### config.mk
export PLATFORM = sky130hd
export DESIGN_NAME = orthopoly_value_and_slope_top
export DESIGN_NICKNAME = d
export VERILOG_FILES = /design/src/rtl/core/ovs_pkg.sv /design/src/rtl/core/ovs_mul.sv /design/src/rtl/core/orthopoly_value_and_slope_top.sv
export SDC_FILE = /design/constraint.sdc
export NUM_CORES = 2
export LEC_CHECK = 0
export BUFFER_PORTS_ARGS = -buffer_cell sky130_fd_sc_hd__buf_2
export CORE_AREA = 2 2 263 265
export CTS_CLUSTER_DIAMETER = 100
export DETAILED_ROUTE_END_ITERATION = 8
export DIE_AREA = 0 0 265 267
export PLACE_DENSITY = 0.74
export SKIP_CTS_REPAIR_TIMING = 1
export SLEW_MARGIN = 20
export SYNTH_ARGS = -nofsm -noshare
export SYNTH_HDL_FRONTEND = slang
export SYNTH_SLANG_ARGS = --single-unit
### constraint.sdc
create_clock -name clock -period 9.4 [get_ports clock]
set_input_delay 1.41 -clock clock [delete_from_list [all_inputs] [get_ports clock]]
set_output_delay 1.41 -clock clock [all_outputs]
set_load 0.1 [all_outputs]
### src/rtl/core/ovs_pkg.sv
`default_nettype none

package ovs_pkg;

   // Field widths of the request and response items
   localparam int DEGREE_W = 3;
   localparam int POS_W    = 18;
   localparam int POS_FRAC = 16;
   localparam int OUT_W    = 32;

   // Coefficient tables are held with this many fraction bits
   localparam int COEF_FRAC = 30;

   // Defaults for the top-level parameters
   localparam int DEFAULT_MAX_DEGREE = 7;
   localparam int DEFAULT_FRAC_BITS  = 16;

   // Sequencer states
   typedef enum logic [2:0] {
      ST_IDLE,
      ST_RUN,
      ST_SCALE_F,
      ST_SCALE_D,
      ST_DRAIN,
      ST_DONE
   } state_type;

   // Multiplier operations, issued one per cycle and tagged through the product register
   typedef enum logic [2:0] {
      OP_NONE,
      OP_XF,
      OP_BF,
      OP_XD,
      OP_BD,
      OP_CF,
      OP_CD
   } op_type;

   // Recurrence coefficients B[k], Q2.30; the last entry is never reached
   localparam logic signed [63:0] REC_B_Q30 [8] = '{
      64'sd0,
      -64'sd644245094,
      -64'sd777184558,
      -64'sd1458028372,
      -64'sd2341270434,
      -64'sd3156740210,
      -64'sd4280304124,
      64'sd0
   };

   // Per-degree scale factors C[n], Q2.30
   localparam logic signed [63:0] SCALE_Q30 [8] = '{
      64'sd402653184,
      64'sd671088640,
      64'sd927161937,
      64'sd682793674,
      64'sd313139446,
      64'sd106512065,
      64'sd26719237,
      64'sd5368203
   };

   // Round a Q2.30 constant half up to frac fraction bits
   function automatic logic signed [63:0] round_q30(input logic signed [63:0] v,
                                                    input int frac);
      logic signed [63:0] half;
      half = 64'sd1 <<< (COEF_FRAC - 1 - frac);
      round_q30 = (v + half) >>> (COEF_FRAC - frac);
   endfunction

   function automatic logic signed [63:0] rec_b_coef(input logic [DEGREE_W-1:0] idx,
                                                     input int frac);
      rec_b_coef = round_q30(REC_B_Q30[idx], frac);
   endfunction

   function automatic logic signed [63:0] scale_coef(input logic [DEGREE_W-1:0] idx,
                                                     input int frac);
      scale_coef = round_q30(SCALE_Q30[idx], frac);
   endfunction

endpackage

`default_nettype wire

### src/rtl/core/ovs_mul.sv
`default_nettype none

module ovs_mul #(
   parameter int A_W = 30,
   parameter int B_W = 19
) (
   input  wire                        clock,
   input  wire logic signed [A_W-1:0] op_a,
   input  wire logic signed [B_W-1:0] op_b,
   output logic signed [A_W+B_W-1:0]  product
);

   logic signed [A_W+B_W-1:0] product_ff;
   logic signed [A_W+B_W-1:0] product_in;

   // Form the full signed product
   assign product_in = op_a * op_b;

   // Register the product before any further use
   always_ff @(posedge clock) begin
      product_ff <= product_in;
   end

   assign product = product_ff;

endmodule

`default_nettype wire

### src/rtl/core/orthopoly_value_and_slope_top.sv
`default_nettype none

// Channel    Direction  Ports                                            Transfer
// request    in         req_valid, req_stall, req_degree, req_position  valid & !stall
// response   out        rsp_valid, rsp_stall, rsp_poly_value,
//                       rsp_poly_slope, rsp_saturated                    valid & !stall
//
// One item at a time. Degree 0 answers in the cycle after the transfer; degree d >= 1
// answers once the RUN, SCALE_F, SCALE_D and DRAIN states have passed: four products per
// recurrence step, two for the final scaling and a drain state for the registered multiplier.
// The request side stalls from its transfer until the response has been taken.
// Reset (synchronous, active high) returns the sequencer to idle; no clearing pass.

module orthopoly_value_and_slope_top #(
   parameter int MAX_DEGREE = ovs_pkg::DEFAULT_MAX_DEGREE,
   parameter int FRAC_BITS  = ovs_pkg::DEFAULT_FRAC_BITS
) (
   input  wire                                      clock,
   input  wire                                      reset,
   input  wire                                      req_valid,
   output logic                                     req_stall,
   input  wire logic [ovs_pkg::DEGREE_W-1:0]        req_degree,
   input  wire logic signed [ovs_pkg::POS_W-1:0]    req_position,
   output logic                                     rsp_valid,
   input  wire                                      rsp_stall,
   output logic signed [ovs_pkg::OUT_W-1:0]         rsp_poly_value,
   output logic signed [ovs_pkg::OUT_W-1:0]         rsp_poly_slope,
   output logic                                     rsp_saturated
);

   // Recurrence registers, multiplier operand, product and accumulator widths
   localparam int RW  = FRAC_BITS + 14;
   localparam int MW  = (FRAC_BITS + 3 > ovs_pkg::POS_W) ? FRAC_BITS + 3 : ovs_pkg::POS_W;
   localparam int PW  = RW + MW;
   localparam int PX  = PW + 1;
   localparam int AW  = FRAC_BITS + 20;
   localparam int DW  = ovs_pkg::DEGREE_W;
   localparam int OW  = ovs_pkg::OUT_W;
   localparam int OSH = 2 * FRAC_BITS - ovs_pkg::POS_FRAC;

   localparam logic [DW-1:0]        DEG_MAX = DW'(MAX_DEGREE);
   localparam logic signed [RW-1:0] ONE_R   = RW'(1) <<< FRAC_BITS;
   localparam logic signed [AW-1:0] LIM_A   = AW'((64'sd1 <<< (FRAC_BITS + 13)) - 64'sd1);
   localparam logic signed [AW-1:0] NLIM_A  = -LIM_A;
   localparam logic signed [PX-1:0] OMAX_X  = PX'(2147483647);
   localparam logic signed [PX-1:0] OMIN_X  = -OMAX_X;
   localparam logic signed [OW-1:0] ONE_O   = OW'(1) <<< ovs_pkg::POS_FRAC;

   // Round half up, then shift right arithmetically
   function automatic logic signed [PX-1:0] rnd(input logic signed [PX-1:0] v, input int s);
      logic signed [PX-1:0] half;
      half = PX'(1) <<< (s - 1);
      rnd = (v + half) >>> s;
   endfunction

   ovs_pkg::state_type state_ff, state_in;
   ovs_pkg::op_type    pend_ff, issue;
   logic [1:0]         phase_ff, phase_in;
   logic [DW-1:0]      step_ff, step_in;

   logic [DW-1:0]             deg_ff, deg_in;
   logic signed [MW-1:0]      x_ff;
   logic signed [RW-1:0]      fa_ff, fb_ff, da_ff, db_ff;
   logic signed [AW-1:0]      acc_t_ff, acc_d_ff;
   logic signed [OW-1:0]      val_ff, slp_ff;
   logic                      sat_ff;
   logic                      accept;

   logic signed [RW-1:0] op_a;
   logic signed [MW-1:0] op_b;
   logic signed [PW-1:0] prod;
   logic signed [PX-1:0] prod_x;
   logic signed [63:0]   bk_full, c_full;

   logic signed [PX-1:0] rnd_x, rnd_f, rnd_o;
   logic signed [AW-1:0] rnd_x_a, rnd_f_a, clip_src;
   logic signed [RW-1:0] clip_res;
   logic                 clip_hit;
   logic signed [OW-1:0] out_res;
   logic                 out_hit;

   assign deg_in = (req_degree > DEG_MAX) ? DEG_MAX : req_degree;
   assign accept = req_valid && !req_stall;

   // Sequencer: next state, multiplier issue and handshake
   always_comb begin
      state_in  = state_ff;
      phase_in  = phase_ff;
      step_in   = step_ff;
      issue     = ovs_pkg::OP_NONE;
      req_stall = 1'b1;
      rsp_valid = 1'b0;
      case (state_ff)
         ovs_pkg::ST_IDLE: begin
            req_stall = 1'b0;
            if (req_valid) begin
               phase_in = 2'd0;
               step_in  = '0;
               state_in = (deg_in == '0) ? ovs_pkg::ST_DONE : ovs_pkg::ST_RUN;
            end
         end
         ovs_pkg::ST_RUN: begin
            case (phase_ff)
               2'd0:    issue = ovs_pkg::OP_XF;
               2'd1:    issue = ovs_pkg::OP_BF;
               2'd2:    issue = ovs_pkg::OP_XD;
               2'd3:    issue = ovs_pkg::OP_BD;
               default: issue = ovs_pkg::OP_NONE;
            endcase
            phase_in = phase_ff + 2'd1;
            if (phase_ff == 2'd3) begin
               if (step_ff == deg_ff - DW'(1)) begin
                  state_in = ovs_pkg::ST_SCALE_F;
               end else begin
                  step_in = step_ff + DW'(1);
               end
            end
         end
         ovs_pkg::ST_SCALE_F: begin
            issue    = ovs_pkg::OP_CF;
            state_in = ovs_pkg::ST_SCALE_D;
         end
         ovs_pkg::ST_SCALE_D: begin
            issue    = ovs_pkg::OP_CD;
            state_in = ovs_pkg::ST_DRAIN;
         end
         ovs_pkg::ST_DRAIN: begin
            state_in = ovs_pkg::ST_DONE;
         end
         ovs_pkg::ST_DONE: begin
            rsp_valid = 1'b1;
            if (!rsp_stall) begin
               state_in = ovs_pkg::ST_IDLE;
            end
         end
         default: state_in = ovs_pkg::ST_IDLE;
      endcase
   end

   // Hold control state
   always_ff @(posedge clock) begin
      if (reset) begin
         state_ff <= ovs_pkg::ST_IDLE;
         pend_ff  <= ovs_pkg::OP_NONE;
         phase_ff <= 2'd0;
         step_ff  <= '0;
      end else begin
         state_ff <= state_in;
         pend_ff  <= issue;
         phase_ff <= phase_in;
         step_ff  <= step_in;
      end
   end

   // Select coefficients for the current step and degree
   assign bk_full = ovs_pkg::rec_b_coef(step_ff, FRAC_BITS);
   assign c_full  = ovs_pkg::scale_coef(deg_ff, FRAC_BITS);

   // Steer operands into the shared multiplier
   always_comb begin
      case (issue)
         ovs_pkg::OP_XF: begin
            op_a = fb_ff;
            op_b = x_ff;
         end
         ovs_pkg::OP_BF: begin
            op_a = fa_ff;
            op_b = bk_full[MW-1:0];
         end
         ovs_pkg::OP_XD: begin
            op_a = db_ff;
            op_b = x_ff;
         end
         ovs_pkg::OP_BD: begin
            op_a = da_ff;
            op_b = bk_full[MW-1:0];
         end
         ovs_pkg::OP_CF: begin
            op_a = fb_ff;
            op_b = c_full[MW-1:0];
         end
         ovs_pkg::OP_CD: begin
            op_a = db_ff;
            op_b = c_full[MW-1:0];
         end
         default: begin
            op_a = '0;
            op_b = '0;
         end
      endcase
   end

   ovs_mul #(
      .A_W (RW),
      .B_W (MW)
   ) u_mul (
      .clock   (clock),
      .op_a    (op_a),
      .op_b    (op_b),
      .product (prod)
   );

   // Round the registered product for each kind of term
   assign prod_x  = PX'(prod);
   assign rnd_x   = rnd(prod_x, ovs_pkg::POS_FRAC);
   assign rnd_f   = rnd(prod_x, FRAC_BITS);
   assign rnd_o   = rnd(prod_x, OSH);
   assign rnd_x_a = rnd_x[AW-1:0];
   assign rnd_f_a = rnd_f[AW-1:0];

   // Clip the finished recurrence term
   assign clip_src = (pend_ff == ovs_pkg::OP_BF) ? (acc_t_ff + rnd_f_a) : (acc_d_ff + rnd_f_a);
   always_comb begin
      clip_hit = 1'b0;
      if (clip_src > LIM_A) begin
         clip_res = LIM_A[RW-1:0];
         clip_hit = 1'b1;
      end else if (clip_src < NLIM_A) begin
         clip_res = NLIM_A[RW-1:0];
         clip_hit = 1'b1;
      end else begin
         clip_res = clip_src[RW-1:0];
      end
   end

   // Clip the scaled result to the output range
   always_comb begin
      out_hit = 1'b0;
      if (rnd_o > OMAX_X) begin
         out_res = OMAX_X[OW-1:0];
         out_hit = 1'b1;
      end else if (rnd_o < OMIN_X) begin
         out_res = OMIN_X[OW-1:0];
         out_hit = 1'b1;
      end else begin
         out_res = rnd_o[OW-1:0];
      end
   end

   // Load the item on transfer, then fold in each product as it leaves the multiplier
   always_ff @(posedge clock) begin
      if (accept) begin
         x_ff   <= MW'(req_position);
         deg_ff <= deg_in;
         fa_ff  <= '0;
         fb_ff  <= ONE_R;
         da_ff  <= '0;
         db_ff  <= '0;
         sat_ff <= 1'b0;
         if (deg_in == '0) begin
            val_ff <= ONE_O;
            slp_ff <= '0;
         end
      end else begin
         case (pend_ff)
            ovs_pkg::OP_XF: begin
               acc_t_ff <= rnd_x_a;
            end
            ovs_pkg::OP_BF: begin
               fa_ff    <= fb_ff;
               fb_ff    <= clip_res;
               acc_d_ff <= AW'(fb_ff);
               sat_ff   <= sat_ff | clip_hit;
            end
            ovs_pkg::OP_XD: begin
               acc_d_ff <= acc_d_ff + rnd_x_a;
            end
            ovs_pkg::OP_BD: begin
               da_ff  <= db_ff;
               db_ff  <= clip_res;
               sat_ff <= sat_ff | clip_hit;
            end
            ovs_pkg::OP_CF: begin
               val_ff <= out_res;
               sat_ff <= sat_ff | out_hit;
            end
            ovs_pkg::OP_CD: begin
               slp_ff <= out_res;
               sat_ff <= sat_ff | out_hit;
            end
            default: begin
            end
         endcase
      end
   end

   assign rsp_poly_value = val_ff;
   assign rsp_poly_slope = slp_ff;
   assign rsp_saturated  = sat_ff;

endmodule

`default_nettype wire
# Yosys cells after proc, flatten, opt, wreduce, memory -nomap -nowiden
# Memory sizes are Yosys's and may differ from the RTL's.
# Cells that the tools add are included.
classes:
  order_cmp: 7
  n_mul: 1
  addsub: 8
  n_bitwise: 5
  eq_ne: 27
  n_reduce_logical: 23
  n_mux: 40
ops:
  columns: ["op", "n"]
  rows:
  - ["32-bit 2-to-1 mux", 8]
  - ["33-bit 2-to-1 mux", 4]
  - ["30-bit case mux with 4 select lines", 1]
  - ["36-bit case mux with 2 select lines", 1]
  - ["33-bit by 15-bit adder with 33-bit output, second input constant", 2]
  - ["30-bit 2-to-1 mux", 2]
  - ["19-bit case mux with 3 select lines", 1]
  - ["49-bit by 17-bit adder with 50-bit output, second input constant", 1]
  - ["30-bit by 19-bit multiplier with 49-bit output", 1]
  - ["36-bit by 34-bit adder with 36-bit output", 1]
  - ["36-bit by 30-bit greater-than comparator with 1-bit output, second input constant", 1]
  - ["36-bit by 30-bit < comparator with 1-bit output, second input constant", 1]
  - ["36-bit 2-to-1 mux", 1]
  - ["34-bit by 34-bit adder with 35-bit output", 1]
  - ["34-bit by 32-bit greater-than comparator with 1-bit output, second input constant", 1]
  - ["34-bit by 32-bit < comparator with 1-bit output, second input constant", 1]
  - ["3-bit 2-to-1 mux", 9]
  - ["3-bit equality test, second input constant", 8]
  - ["3-bit by 2-bit equality test with 1-bit output, second input constant", 6]
  - ["3-bit case mux with 6 select lines", 1]
  - ["2-bit OR reduction", 7]
  - ["3-bit case mux with 4 select lines", 1]
  - ["2-bit != test, second input constant", 5]
  - ["2-bit AND reduction", 5]
  - ["24 further kinds", 41]
totals:
  out_inout_bits: 67
  rom_bits: 1024
  input_bits: 25
  reg_bits: 336
  n_memories: 2
  elab_cells: 129
memory_table:
  columns: ["memory", "depth", "word_bits", "rd", "rd_ports_with_merged_regs", "write_ports", "line_no", "rtl"]
  rows:
  - ["(name not given)", 8, 64, 1, 0, 0, "ovs_pkg.sv:78", "scale_coef = round_q30(SCALE_Q30[idx], frac);"]
  - ["(name not given)", 8, 64, 1, 0, 0, "ovs_pkg.sv:73", "rec_b_coef = round_q30(REC_B_Q30[idx], frac);"]

# Depth between registers and ports, before layout
logic_depth:
  word_depth: 8
  mapped_depth: 42
  mapped_depth_nobuf: 40

# By module
# Synthesis repeated with hierarchy kept, for this count alone.
hier_totals:
  hier_cells: 4141
  area_unflattened_um2: 38112.8
by_module_without_submodules:
  columns: ["mod", "n_inst", "cells_per_inst", "seq_area_each_um2", "area_per_inst_um2"]
  rows:
  - ["ovs_mul", 1, 2217, 980.9, 20791.2]
  - ["orthopoly_value_and_slope_top", 1, 1924, 7297.0, 17321.6]

# Least setup slack after synthesis
# OpenSTA, ideal clock, no wires.
synth_timing:
  path_type: "register to register"
  start: "reg phase_ff[0]"
  end: "reg u_mul.product_ff[45], in the netlist u_mul.product[45]"
  setup_time_ns: 0.123
  required_time_ns: 9.277
  t_arrival_ns: 9.521
  path_buffers: 2
  period_less_slack_ns: 9.644
  stages_incl_launch_ff: 39
  setup_slack_ns: -0.244
  path_cell_list: "dfxtp_1 > inv_1 > ha_1 > or3_1 > a41oi_1 > or2_2 > clkbuf_1 > and3_1 > a21o_1 > ha_1 > nand2_1 > nor4b_1 > xor2_1 > a22o_1 > clkbuf_1 > nand2_1 > fa_1 > inv_1 > (+3 left out) > inv_1 > fa_1 > fa_1 > fa_1 > ha_1 > ha_1 > a21o_1 > a21o_1 > a21o_1 > a31o_2 > or2_2 > a31oi_1 > nor2_1 > a41oi_1 > o221ai_1 > a31oi_1 > o21bai_1 > xor2_1"
synth_via:
  elab_chain_cells: 7
  elab_cells_between_ends: 20
  classes_between: "1 x mul; 9 x eq/ne; 4 x mux; 6 x reduce/logical"
synth_rtl:
  columns: ["item", "line_no", "rtl"]
  rows:
  - ["from (decl)", "orthopoly_value_and_slope_top.sv:58", "logic [1:0] phase_ff, phase_in;"]
  - ["from (signal assigned)", "orthopoly_value_and_slope_top.sv:150", "phase_ff <= phase_in;"]
  - ["2-bit equality test, or another cell as far along", "orthopoly_value_and_slope_top.sv:103", "case (phase_ff)"]
  - ["3-bit case mux with 4 select lines *", "orthopoly_value_and_slope_top.sv:103", null]
  - ["3-bit case mux with 3 select lines *", "orthopoly_value_and_slope_top.sv:93", "case (state_ff)"]
  - ["3-bit equality test, or another cell as far along", "orthopoly_value_and_slope_top.sv:161", "case (issue)"]
  - ["2-bit OR reduction (no line)", null, null]
  - ["30-bit case mux with 4 select lines or 19-bit case mux with 3 select lines (tied branches)", "orthopoly_value_and_slope_top.sv:161", null]
  - ["30-bit by 19-bit multiplier with 49-bit output *", "ovs_mul.sv:17", "assign product_in = op_a * op_b;"]
  - ["via u_mul.product_in[45]", "ovs_mul.sv:14", "logic signed [A_W+B_W-1:0] product_in;"]
  - ["to (signal assigned)", "ovs_mul.sv:21", "product_ff <= product_in;"]
  - ["to (decl)", "ovs_mul.sv:13", "logic signed [A_W+B_W-1:0] product_ff;"]
# Mark *: on every way through the listed nets, which the timed path passes. The rest lies on a longest branch.
# A chain may end at the register's enable or synchronous reset.

# Worst setup path in the final report
layout_timing:
  start: "reg phase_ff[1]"
  end: "reg u_mul.product_ff[45], in the netlist u_mul.product[45]"
# The elaborated chain is that of the path after synthesis.

==> qor.csv <==
stage,metric,value,unit
yosys,synth_edf_count,155,
setup_path,worst_ep_arrival_time,9.54,ns
sta,setup_tns,0,ns
setup_path,cpPeakStageDelay,0.55,ns
layout,fin_cells,5157,
setup_path,cp.depth,38,
yosys,synth_top_area_share,30.17,%
drt,drt_first_pass_iters,6,
place,place_congestion,0.9566,
clocking,cts_buffer_depth,3,
sta,finalCritPeriodShare,97.05,%
layout,num-fill-cells,5856,
power,power.total,6.514,mW
setup_path,reg2reg_from,phase_ff[1],
clocking,clk_pin_slew,0.06,ns
floorplan,chipHeight,267,µm
yosys,ys_top_cells_by_count,"689 x nand2_1, 615 x inv_1, 557 x fa_1, 261 x nor2_1, 217 x ha_1",
setup_path,cp-startpoint,phase_ff[1],
drt,drtIter0Drc,2710,
yosys,seq_area_frac_synth,21.58,%
sta,fin_ws,0.2769,ns
setup_path,r2r_end,u_mul.product[45],
place,dpl.hpwl,83130,µm
yosys,synth.avg_cell_area,8.978,µm²
setup_path,required,9.82,ns
floorplan,io_pins,92,
setup_path,path_buf_inv,10,
sta,relSlewSlack,14.99,%
setup_path,cp-endpoint,u_mul.product[45],
sta,setup_viol,0,
power,combinationalPowerShare,50.5,%
setup_path,path_common_cell,fa_1,
layout,nets,5049,
drt,drcViolationCount,0,
yosys,synth_most_common_cell,nand2_1,
global_routing,grt_max_degree,81,
place,dp.cells,5077,
drt,ant_nets,0,
yosys,synth.area.top_cells,"fa_1 30%, edfxtp_1 13%, dfxtp_1 9.0%, ha_1 7.3%, nand2_1 7.0%",
setup_path,critPathCaptureType,flop,
power,internal-power,3.604,mW
clocking,htree_num_levels,2,
yosys,syn_nets,4916,
setup_path,critical_path_class,flop to flop,
setup_path,path_max_fanout,12,
place,port_buffers,91,
sta,worst_pin_slew,1.266,ns
floorplan,initial_core_util,54.37,%
power,power_switching,2.910,mW
layout,drive_gt1_share,10.74,%
place,place_ws,-0.1690,ns
global_routing,grt_antenna_before_repair,0,
yosys,synth_area_leader_cell,fa_1,
sta,finalHoldViolCount,0,
yosys,syn_area,0.03696,mm²
power,p_leak,19.17,nW
clocking,clk_latency,0.55,ns
sta,period_minus_slack,9.123,ns
power,switching_share,44.67,%
power,pwr_density_cell,158.2,mW/mm²
clocking,cts_made_buffers,35,
global_routing,grt-ovfl-total,0,
sta,fmax,109.6,MHz
floorplan,row_count,96,
global_routing,track_usage,30.51,%
clocking,clock-root-buffer,clkbuf_16,
drt,wire_per_inst,20.94,µm
yosys,yosys_warnings,0,
floorplan,die_w,265,µm
sta,skew,0.01653,ns
power,ir_drop,0.0001278,V
outcome,outcome,"finished, final reports clean",
floorplan,coreArea,0.06799,mm²
clocking,clock_sinks,321,
setup_path,reg2reg_depth,38,
flow_run,drv_cap,0,
power,pwr-share-clk,21.4,%
global_routing,grt_pass1_vias,30218,
yosys,async_reset_ff_share,0,%
floorplan,die_area,0.07076,mm²
drt,via_per_inst,5.898,
drt,dr_total_vias,30415,
yosys,synthFlopType,dfxtp_1,
global_routing,grt_pass1_wl,168300,µm
yosys,netlist_instances,4117,
setup_path,reg2reg_setup_slack,0.28,ns
yosys,synth_cell_type_count,92,
sta,drv_slew,0,
drt,wl,108000,µm
setup_path,cp_top_family,adder cells,
yosys,ys_seq_elements,321,
clocking,cts_tree,built,
layout,diodes,0,
setup_path,crit_slowest_cell,fa_1,
power,seqPwrFrac,28.1,%
setup_path,start_kind,flop,
layout,area_delta_synth_final,11.43,%
sta,whs,0.4538,ns
hold_path,hold_class,flop to flop,
==> routing by layer <==
metal  routed length (µm)  vias up  GRT usage (%)
met5                    0        -              0
met4                 4221        0          10.12
met3                 9838      254          5.047
met2                50290     1366          49.57
met1                43610    15169          41.77
li1                     -    13626              -
==> worst min path at each step <==
stage / cells after the start / to / slack [ns] / startpoint
2_1_floorplan: 2 / fa_ff[10] / 0.44 / fa_ff[10]
3_3_place_gp: 2 / fa_ff[1] / 0.44 / fa_ff[1]
3_5_place_dp: 2 / fa_ff[5] / 0.45 / fa_ff[5]
4_1_cts: 2 / fa_ff[5] / 0.45 / fa_ff[5]
5_1_grt: 2 / fa_ff[0] / 0.47 / fa_ff[0]
6_report: 2 / fa_ff[0] / 0.45 / fa_ff[0]
==> flip-flops by register name, summed over array words and instances, names as in the netlist, 18 cells and up <==
register,flops
acc_t_ff,34
fb_ff,30
db_ff,30
fa_ff,30
rsp_poly_value,32
x_ff,18
acc_d_ff,36
u_mul.product,34
da_ff,30
rsp_poly_slope,32
==> area by class of cell <==
class | instances | area [µm²] | share of cell area, %
clock buffer | 45 | 975.9 | 2.370
clock inverter | 17 | 166.4 | 0.4041
sequential | 321 | 7979 | 19.37
multi-input combinational | 2978 | 26310 | 63.87
timing repair buffer | 298 | 2340 | 5.681
inverter | 616 | 2313 | 5.618
tap | 882 | 1104 | 2.680
==> worst reg2reg max path: cells and delay by family, from the launching register on <==
kind	cells	cell delay, ns
buffers and inverters	10	1.15
adders and majority gates	9	3.94
DFF	1	0.31
AOI/OAI and AO/OA	11	2.11
and+or+nand+nor	7	1.34
xor gates and xnor gates	1	0.14
==> stage by stage <==
| step | util (%) | cell area (µm²) |
|---|---|---|
| 3_3_place_gp | 58.04 | 39460 |
| 6_report | 60.58 | 41180 |
| 4_1_cts | 59.72 | 40600 |
| 2_1_floorplan | - | 36980 |
| 5_1_grt | 60.58 | 41180 |
| 3_5_place_dp | 58.04 | 39460 |
==> cells in the final DEF (no fill, tap or decap), types with 32 or more instances in the layout <==
cell       count
a21o_1        55
a21oi_1      184
a22oi_1       61
and2_1        78
buf_2         91
buf_4        181
clkbuf_16     41
dfxtp_1      165
edfxtp_1     155
fa_1         552
ha_1         209
inv_1        614
nand2_1      687
nand3_1       39
nand4_1       34
nor2_1       256
nor3_1        66
o21ai_0      121
o21ai_1       32
xnor2_1       93
xor2_1        52
==> kinds of logic after synthesis <==
group / synth area share, %
muxes: 0.5653
and+or+nand+nor: 15.82
AOI/OAI and AO/OA: 12.68
DFF: 21.58
buffers and inverters: 8.399
xor gates and xnor gates: 3.436
adders and majority gates: 37.52
==> power by group through the flow <==
stage / registers, mW / clock network [mW] / logic, mW
finish: 1.83 / 1.39 / 3.29
CTS: 1.83 / 1.41 / 3.17
floorplan: 1.89 / 0 / 2.06
global placement: 1.85 / 0 / 3.12
detailed placement: 1.85 / 0 / 3.15
global route: 1.84 / 1.45 / 3.55
(Power assumes the default switching activity.)
